File: src/design/rida_pkg.sv
// ----------------------------------------------------------------------------
// rida_pkg
// Shared types and constants for the recycling ID allocator.
// ----------------------------------------------------------------------------
package rida_pkg;

   // Sizing of the free stack and of the ID space
   localparam int STACK_DEPTH = 64;
   localparam int ID_WIDTH    = 16;
   localparam int ADDR_W      = (STACK_DEPTH > 1) ? $clog2(STACK_DEPTH) : 1;
   localparam int CNT_W       = $clog2(STACK_DEPTH + 1);
   localparam int FRESH_W     = ID_WIDTH + 1;

   // Port field widths
   localparam int PORT_ID_W   = 16;
   localparam int STATUS_W    = 3;

   // Request kinds
   typedef enum logic {
      MODE_GET     = 1'b0,
      MODE_RECYCLE = 1'b1
   } mode_type;

   // Result status codes
   typedef enum logic [STATUS_W-1:0] {
      ST_REUSED    = 3'd0,
      ST_FRESH     = 3'd1,
      ST_STORED    = 3'd2,
      ST_DROPPED   = 3'd3,
      ST_EXHAUSTED = 3'd4
   } status_type;

   // Controller states
   typedef enum logic {
      S_IDLE = 1'b0,
      S_POP  = 1'b1
   } state_type;

   // Result handed from the controller to the output stage
   typedef struct packed {
      logic                load;
      logic [ID_WIDTH-1:0] id;
      status_type          status;
   } result_type;

endpackage

File: src/design/rida_ram.sv
// ----------------------------------------------------------------------------
// rida_ram
// Generic simple dual-port RAM: one write port, one read port, registered read.
// ----------------------------------------------------------------------------
module rida_ram #(
   parameter int WIDTH = 16,
   parameter int DEPTH = 64
) (
   input  logic                                      clock,
   input  logic                                      wr_en,
   input  logic [((DEPTH > 1) ? $clog2(DEPTH) : 1)-1:0] wr_addr,
   input  logic [WIDTH-1:0]                          wr_data,
   input  logic                                      rd_en,
   input  logic [((DEPTH > 1) ? $clog2(DEPTH) : 1)-1:0] rd_addr,
   output logic [WIDTH-1:0]                          rd_data
);

   logic [WIDTH-1:0] mem [DEPTH];
   logic [WIDTH-1:0] rd_data_ff;

   // write port
   always_ff @(posedge clock) begin
      if (wr_en) begin
         mem[wr_addr] <= wr_data;
      end
   end

   // registered read, data held until the next read
   always_ff @(posedge clock) begin
      if (rd_en) begin
         rd_data_ff <= mem[rd_addr];
      end
   end

   assign rd_data = rd_data_ff;

endmodule

File: src/design/rida_ctrl.sv
// ----------------------------------------------------------------------------
// rida_ctrl
// Request decode, stack pointer and fresh counter, free stack access control.
// ----------------------------------------------------------------------------
module rida_ctrl (
   input  logic                         clock,
   input  logic                         reset,
   input  logic                         req_valid,
   output logic                         req_ready,
   input  rida_pkg::mode_type           req_mode,
   input  logic [rida_pkg::ID_WIDTH-1:0] req_id,
   input  logic                         out_free,
   output logic                         ram_wr_en,
   output logic [rida_pkg::ADDR_W-1:0]  ram_wr_addr,
   output logic [rida_pkg::ID_WIDTH-1:0] ram_wr_data,
   output logic                         ram_rd_en,
   output logic [rida_pkg::ADDR_W-1:0]  ram_rd_addr,
   input  logic [rida_pkg::ID_WIDTH-1:0] ram_rd_data,
   output rida_pkg::result_type         result
);

   rida_pkg::state_type               state_ff, state_in;
   logic [rida_pkg::CNT_W-1:0]        count_ff, count_in;
   logic [rida_pkg::FRESH_W-1:0]      fresh_ff, fresh_in;

   logic accept;
   logic stack_full;
   logic stack_empty;
   logic fresh_done;
   logic do_push;
   logic do_pop;
   logic do_fresh;
   logic [rida_pkg::CNT_W-1:0] count_dec;

   // request decode
   assign accept      = req_valid && req_ready;
   assign stack_full  = (count_ff == rida_pkg::CNT_W'(rida_pkg::STACK_DEPTH));
   assign stack_empty = (count_ff == '0);
   assign fresh_done  = fresh_ff[rida_pkg::ID_WIDTH];
   assign do_push     = accept && (req_mode == rida_pkg::MODE_RECYCLE) && !stack_full;
   assign do_pop      = accept && (req_mode == rida_pkg::MODE_GET) && !stack_empty;
   assign do_fresh    = accept && (req_mode == rida_pkg::MODE_GET) && stack_empty
                        && !fresh_done;
   assign count_dec   = count_ff - rida_pkg::CNT_W'(1);

   // free stack port control
   assign ram_wr_en   = do_push;
   assign ram_wr_addr = count_ff[rida_pkg::ADDR_W-1:0];
   assign ram_wr_data = req_id;
   assign ram_rd_en   = do_pop;
   assign ram_rd_addr = count_dec[rida_pkg::ADDR_W-1:0];

   // next state
   always_comb begin
      state_in = state_ff;
      unique case (state_ff)
         rida_pkg::S_IDLE: begin
            if (do_pop) begin
               state_in = rida_pkg::S_POP;
            end
         end
         rida_pkg::S_POP: begin
            if (out_free) begin
               state_in = rida_pkg::S_IDLE;
            end
         end
         default: state_in = rida_pkg::S_IDLE;
      endcase
   end

   // outputs: handshake and result to the output stage
   always_comb begin
      req_ready     = 1'b0;
      result.load   = 1'b0;
      result.id     = '0;
      result.status = rida_pkg::ST_EXHAUSTED;
      unique case (state_ff)
         rida_pkg::S_IDLE: begin
            req_ready = out_free;
            if (req_mode == rida_pkg::MODE_RECYCLE) begin
               result.load   = accept;
               result.status = stack_full ? rida_pkg::ST_DROPPED : rida_pkg::ST_STORED;
            end else if (stack_empty) begin
               result.load = accept;
               if (!fresh_done) begin
                  result.id     = fresh_ff[rida_pkg::ID_WIDTH-1:0];
                  result.status = rida_pkg::ST_FRESH;
               end
            end
         end
         rida_pkg::S_POP: begin
            result.load   = out_free;
            result.id     = ram_rd_data;
            result.status = rida_pkg::ST_REUSED;
         end
         default: ;
      endcase
   end

   // stack pointer and fresh counter
   always_comb begin
      count_in = count_ff;
      if (do_push) begin
         count_in = count_ff + rida_pkg::CNT_W'(1);
      end else if (do_pop) begin
         count_in = count_dec;
      end
      fresh_in = do_fresh ? fresh_ff + rida_pkg::FRESH_W'(1) : fresh_ff;
   end

   always_ff @(posedge clock) begin
      if (reset) begin
         state_ff <= rida_pkg::S_IDLE;
         count_ff <= '0;
         fresh_ff <= rida_pkg::FRESH_W'(1);
      end else begin
         state_ff <= state_in;
         count_ff <= count_in;
         fresh_ff <= fresh_in;
      end
   end

   // checks
   a_count_range: assert property (@(posedge clock) disable iff (reset)
      count_ff <= rida_pkg::CNT_W'(rida_pkg::STACK_DEPTH))
      else $error("stack count beyond depth");

   a_fresh_range: assert property (@(posedge clock) disable iff (reset)
      fresh_ff != '0 && (!fresh_ff[rida_pkg::ID_WIDTH] || fresh_ff[rida_pkg::ID_WIDTH-1:0] == '0))
      else $error("fresh counter out of range");

   a_no_accept_in_pop: assert property (@(posedge clock) disable iff (reset)
      state_ff == rida_pkg::S_POP |-> !req_ready)
      else $error("request taken while a pop is pending");

   a_pop_lowers_count: assert property (@(posedge clock) disable iff (reset)
      do_pop |=> count_ff == $past(count_dec))
      else $error("pop did not lower the stack count");

   a_load_needs_room: assert property (@(posedge clock) disable iff (reset)
      result.load |-> out_free)
      else $error("result loaded into a busy output stage");

endmodule

File: src/design/rida_out.sv
// ----------------------------------------------------------------------------
// rida_out
// Output register stage for the result channel.
// ----------------------------------------------------------------------------
module rida_out (
   input  logic                                clock,
   input  logic                                reset,
   input  rida_pkg::result_type                result,
   output logic                                out_free,
   output logic                                rsp_tvalid,
   input  logic                                rsp_tready,
   output logic [rida_pkg::PORT_ID_W-1:0]      rsp_tdata,
   output logic [rida_pkg::STATUS_W-1:0]       rsp_tuser
);

   logic                           valid_ff, valid_in;
   logic [rida_pkg::PORT_ID_W-1:0] id_ff, id_in;
   rida_pkg::status_type           status_ff, status_in;
   logic [31:0]                    id_wide;

   // room for a new result at the next edge
   assign out_free = !valid_ff || rsp_tready;
   assign id_wide  = 32'(result.id);

   always_comb begin
      valid_in  = valid_ff && !rsp_tready;
      id_in     = id_ff;
      status_in = status_ff;
      if (result.load) begin
         valid_in  = 1'b1;
         id_in     = id_wide[rida_pkg::PORT_ID_W-1:0];
         status_in = result.status;
      end
   end

   always_ff @(posedge clock) begin
      if (reset) begin
         valid_ff <= 1'b0;
      end else begin
         valid_ff <= valid_in;
      end
   end

   always_ff @(posedge clock) begin
      id_ff     <= id_in;
      status_ff <= status_in;
   end

   assign rsp_tvalid = valid_ff;
   assign rsp_tdata  = id_ff;
   assign rsp_tuser  = status_ff;

endmodule

File: src/design/recycling_id_allocator_top.sv
// ----------------------------------------------------------------------------
// recycling_id_allocator_top
// Tag allocator: hands out IDs from a LIFO free stack or a fresh counter.
// ----------------------------------------------------------------------------
// Usage:
//   Request channel (req_): tuser selects get (0) or recycle (1); tdata holds
//   the ID to recycle. Every request transaction yields one response.
//   Response channel (rsp_): tdata is the granted ID (0 when none), tuser the
//   status: reused, fresh, stored, dropped on a full stack, IDs exhausted.
//   Fresh IDs start at 1; ID 0 is never generated.
// Response path and throughput:
//   Recycles and gets served from the fresh counter respond in the cycle after
//   acceptance and may be issued every cycle while the output stage has room.
//   A get that pops the free stack goes through the registered stack RAM read
//   and then the output register, and blocks new requests until it is loaded.
// Reset:
//   Synchronous, active high. Empties the stack and sets the fresh counter
//   to 1; the stack RAM itself is not cleared and needs no clearing pass.
// Back-pressure:
//   A single output register holds the response; a new request is taken
//   while it is empty or draining, and held off while it is full and rsp_tready is low.
// ----------------------------------------------------------------------------
module recycling_id_allocator_top (
   input  logic        clock,
   input  logic        reset,
   input  logic        req_tvalid,
   output logic        req_tready,
   input  logic [15:0] req_tdata,   // [15:0] recycle_id
   input  logic        req_tuser,   // [0] mode
   output logic        rsp_tvalid,
   input  logic        rsp_tready,
   output logic [15:0] rsp_tdata,   // [15:0] granted_id
   output logic [2:0]  rsp_tuser    // [2:0] status
);

   logic                          out_free;
   rida_pkg::result_type          result;
   logic                          ram_wr_en;
   logic [rida_pkg::ADDR_W-1:0]   ram_wr_addr;
   logic [rida_pkg::ID_WIDTH-1:0] ram_wr_data;
   logic                          ram_rd_en;
   logic [rida_pkg::ADDR_W-1:0]   ram_rd_addr;
   logic [rida_pkg::ID_WIDTH-1:0] ram_rd_data;
   logic [31:0]                   req_id_wide;
   rida_pkg::mode_type            req_mode;

   // keep only the ID bits of the recycled value
   assign req_id_wide = 32'(req_tdata);
   assign req_mode    = rida_pkg::mode_type'(req_tuser);

   rida_ctrl u_ctrl (
      .clock       (clock),
      .reset       (reset),
      .req_valid   (req_tvalid),
      .req_ready   (req_tready),
      .req_mode    (req_mode),
      .req_id      (req_id_wide[rida_pkg::ID_WIDTH-1:0]),
      .out_free    (out_free),
      .ram_wr_en   (ram_wr_en),
      .ram_wr_addr (ram_wr_addr),
      .ram_wr_data (ram_wr_data),
      .ram_rd_en   (ram_rd_en),
      .ram_rd_addr (ram_rd_addr),
      .ram_rd_data (ram_rd_data),
      .result      (result)
   );

   // free stack storage
   rida_ram #(
      .WIDTH (rida_pkg::ID_WIDTH),
      .DEPTH (rida_pkg::STACK_DEPTH)
   ) u_stack (
      .clock   (clock),
      .wr_en   (ram_wr_en),
      .wr_addr (ram_wr_addr),
      .wr_data (ram_wr_data),
      .rd_en   (ram_rd_en),
      .rd_addr (ram_rd_addr),
      .rd_data (ram_rd_data)
   );

   rida_out u_out (
      .clock      (clock),
      .reset      (reset),
      .result     (result),
      .out_free   (out_free),
      .rsp_tvalid (rsp_tvalid),
      .rsp_tready (rsp_tready),
      .rsp_tdata  (rsp_tdata),
      .rsp_tuser  (rsp_tuser)
   );

endmodule
File: config.mk
export PLATFORM = sky130hd
export DESIGN_NAME = recycling_id_allocator_top
export DESIGN_NICKNAME = d
export VERILOG_FILES = /design/src/design/rida_pkg.sv /design/src/design/rida_ram.sv /design/src/design/rida_ctrl.sv /design/src/design/rida_out.sv /design/src/design/recycling_id_allocator_top.sv
export SDC_FILE = /design/constraint.sdc
export NUM_CORES = 1
export LEC_CHECK = 0
export ABC_AREA = 1
export BUFFER_PORTS_ARGS = -buffer_cell sky130_fd_sc_hd__buf_2
export CAP_MARGIN = 20
export CORE_MARGIN = 5
export CORE_UTILIZATION = 30
export CTS_CLUSTER_SIZE = 10
export DETAILED_ROUTE_END_ITERATION = 8
export GPL_ROUTABILITY_DRIVEN = 0
export GPL_TIMING_DRIVEN = 1
export HOLD_SLACK_MARGIN = 0.05
export MAX_ROUTING_LAYER = met4
export PLACE_DENSITY = 0.4
export SYNTH_ARGS = -nofsm -noshare
export SYNTH_HDL_FRONTEND = slang
export SYNTH_SLANG_ARGS = --single-unit
File: constraint.sdc
create_clock -name clock -period 9.35 [get_ports clock]
set_clock_uncertainty 0.15 [all_clocks]
set_input_delay 0.935 -clock clock [delete_from_list [all_inputs] [get_ports clock]]
set_output_delay 0.935 -clock clock [all_outputs]
set_load 0.02 [all_outputs]
==> flow_summary.toml <==
[grt]
first_global_vias = 28597
grt_pass1_wl_um = 209000
grt_overflow = 0
antenna_found_initial = 3
grt_usage_pct = 18.4
grt_max_degree = 163

[clock_network]
numCtsBuffers = 133
ctsResizeCount = 0
tritoncts = "done"
cts_buffer_depth = 3
root_buffer = "clkbuf_16"
worstSkewPairLatency_ps = 760
cts_hold_buf = 0
clkTransAtPathRegs_ps = 60
cts_setup_buffers = 0
clkSinkCount = 1085
h-tree-depth = 4

[drt]
wl_per_cell_um = 23.3
first_pass_iters = 7
vias = 29528
via_per_inst = 4.76
routed_wl_um = 144000
ant_nets = 0
drc = 0
first_iter_violations = 2479

[synthesis]
ys_seq_elements = 1085
netlist_area_um2 = 45500
yosysUniqueCellTypes = 35
avgSynthCellArea_um2 = 11.2
ys_seq_area_share_pct = 71.0
syn-num-nets = 4086
syn_inst = 4061
ys_warn_count = 0

[floorplanning]
initial_utilization_pct = 30.1
rows = 143
boundaryPins = 42
dieArea_um2 = 160000
die_y_um = 399
design.core.area_um2 = 151000
fp.dieW_um = 399

[final_layout]
finalNetCount = 4130
register_area_um2 = 32300
area_delta_synth_final_pct = 13.8
n_fill_cell = 15333
multi_input_area_um2 = 10800
drive_gt1_share_pct = 8.57
post-route-cell-area_um2 = 51800

[critical_path]
worst-endpoint-required_ps = 9700
r2r_cells = 11
start_kind = "flip-flop"
rr_endpoint = "u_stack.rd_data[14]$_DFFE_PP_"
crit_type = "flip-flop to flip-flop"
critPathLaunch = "u_ctrl.count_ff[0]$_SDFFE_PP0P_"
critPathMaxFanout = 162
arrival_ps = 5400
reg2reg_slack_ps = 4300
r2r-start = "u_ctrl.count_ff[0]$_SDFFE_PP0P_"
crit_path_end_kind = "flip-flop"

[place]
io_buffers = 41
dp_hpwl_um = 79700
place_area_um2 = 47900

[sta]
max_slew_margin_pct = 29.3
setup-tns-final_ps = 0
min_period_ps = 5050
rsz0062_at_grt = "false"
fmax_mhz = 198
max_slew.worst_pin.slew_ps = 1060
finalHoldWorstSlack_ps = 318
period_share_pct = 54.0
slew_viol_final = 0
setup_viol = 0
hold_viol = 0

[run]
maxCapViolCount = 0

[power]
ir_drop_mv = 0.265
p_switching_mw = 5.99
p_per_area_nw_per_um2 = 296
clkPwrFrac_pct = 30.6
p_seq_share_pct = 36.9
p_int_mw = 9.31
p_leak_nw = 19.1
combPwrFrac_pct = 32.5
swShare_pct = 39.2

[hold_path]
hold_class = "flip-flop to flip-flop"
min_to = "u_ctrl.fresh_ff[14]$_SDFFE_PP0P_"
hold_depth = 2
hp-start = "u_ctrl.fresh_ff[14]$_SDFFE_PP0P_"

[outcome]
outcome = "finished, final reports clean"
## cell usage in the layout, fill, tap and decap left out, drive strengths merged
master     n
clkbuf   177
nor3      13
nand4      6
inv      311
dfxtp     26
edfxtp  1059
a31oi      3
xor2       9
diode      1
and3       1
nand3    796
a21oi     19
nor2     141
buf      141
ha         4
o211ai    46
o31ai      1
nand2   1352
nand3b     1
o21ai     49
clkinv    23
## state kept, by name, summed over array words and instances, names as in the netlist
register	count
u_ctrl.fresh_ff	17
u_out.rsp_tvalid	1
u_out.rsp_tdata	16
u_ctrl.count_ff	7
u_stack.rd_data	16
u_stack.mem	1024
u_ctrl.state_ff	1
u_out.rsp_tuser	3
## stage by stage
stage               cells  setup slack (ps)  util [%]  total power [mW]
floorplan            4061              6230         -              8.69
global placement     5988              4230      31.5              10.8
detailed placement   5995              4230      31.6              10.8
CTS                  6203              4240      34.1              15.5
global route         6208              4110      34.2              16.1
finish               6209              4300      34.2              15.3
## layout make-up
type / instances / share of cell area, %
antenna: 1 / 0.00483
clock buffer: 177 / 6.79
clock inverter: 31 / 0.568
inverter: 303 / 2.25
multi-input combinational: 2441 / 20.9
sequential: 1085 / 62.4
tap: 2030 / 4.91
timing repair buffer: 141 / 2.14
## worst max-delay path by stage
stage,cells past startpoint,end,slack [ps]
2_1_floorplan,14,u_stack.mem[56][0]$_DFFE_PP_,6230
3_3_place_gp,11,u_stack.rd_data[14]$_DFFE_PP_,4230
3_5_place_dp,11,u_stack.rd_data[14]$_DFFE_PP_,4230
4_1_cts,11,u_stack.rd_data[14]$_DFFE_PP_,4240
5_1_grt,11,u_stack.rd_data[14]$_DFFE_PP_,4110
6_report,11,u_stack.rd_data[14]$_DFFE_PP_,4300
## metal layers
layer	global-route usage [%]	wire length, um
met4	4.38	2730
met5	-	0
met3	2.52	6050
met1	25.7	68300
met2	28.8	67400
## synthesized netlist by cell type
library cell | count | area [um^2]
clkbuf_1 | 40 | 150
o21ai_1 | 2 | 10.0
inv_1 | 290 | 1090
buf_2 | 126 | 631
a21oi_1 | 19 | 95.1
nor2_1 | 135 | 507
nand2_1 | 1345 | 5050
nor2_4 | 3 | 33.8
xor2_2 | 1 | 16.3
nor2_8 | 1 | 20.0
o21ai_0 | 46 | 230
and3_1 | 1 | 6.26
inv_2 | 12 | 45.0
nand4_4 | 2 | 42.5
nand4_1 | 4 | 25.0
dfxtp_1 | 26 | 521
o31ai_1 | 1 | 7.51
buf_1 | 7 | 26.3
nand3_2 | 3 | 30.0
nand3b_1 | 1 | 7.51
nand3_1 | 790 | 3950
o21ai_4 | 1 | 16.3
nand2_2 | 6 | 37.5
ha_1 | 4 | 50.1
buf_6 | 20 | 225
inv_4 | 1 | 6.26
buf_4 | 39 | 293
edfxtp_1 | 1059 | 31800
nor2_2 | 2 | 12.5
xor2_1 | 8 | 70.1
o211ai_1 | 46 | 345
nor3_1 | 13 | 65.1
nand3_4 | 3 | 52.6
a31oi_1 | 3 | 18.8
nand2_4 | 1 | 11.3
## worst max-delay path, cell delays in order (launching register included)
cell     delay [ps]
dfxtp_4         780
inv_16          340
ha_4            550
inv_8           580
buf_4           780
nand3_1         300
nand3_1         150
nand2_1         100
nand2_1          80
nand3_1         220
nand3_1         330
nand2_1         120
## kinds of logic (layout without fill, tap and decap cells)
family / after synthesis / after routing / synth area share (%)
flops: 1085 / 1085 / 71.0
simple gates: 2310 / 2310 / 21.7
buf+inv: 535 / 652 / 5.42
fa+ha+maj: 4 / 4 / 0.110
compound gates: 118 / 118 / 1.59
xor+xnor: 9 / 9 / 0.190
other cells: 0 / 1 / 0
## power by group through the flow
stage	Combinational [mW]	Clock, mW	Sequential (mW)
3_3_place_gp	5.08	0	5.75
5_1_grt	5.42	5.01	5.65
6_report	4.98	4.68	5.64
2_1_floorplan	3.02	0	5.67
4_1_cts	5.06	4.81	5.65
3_5_place_dp	5.05	0	5.75
Power figures use the tool's default switching activity.
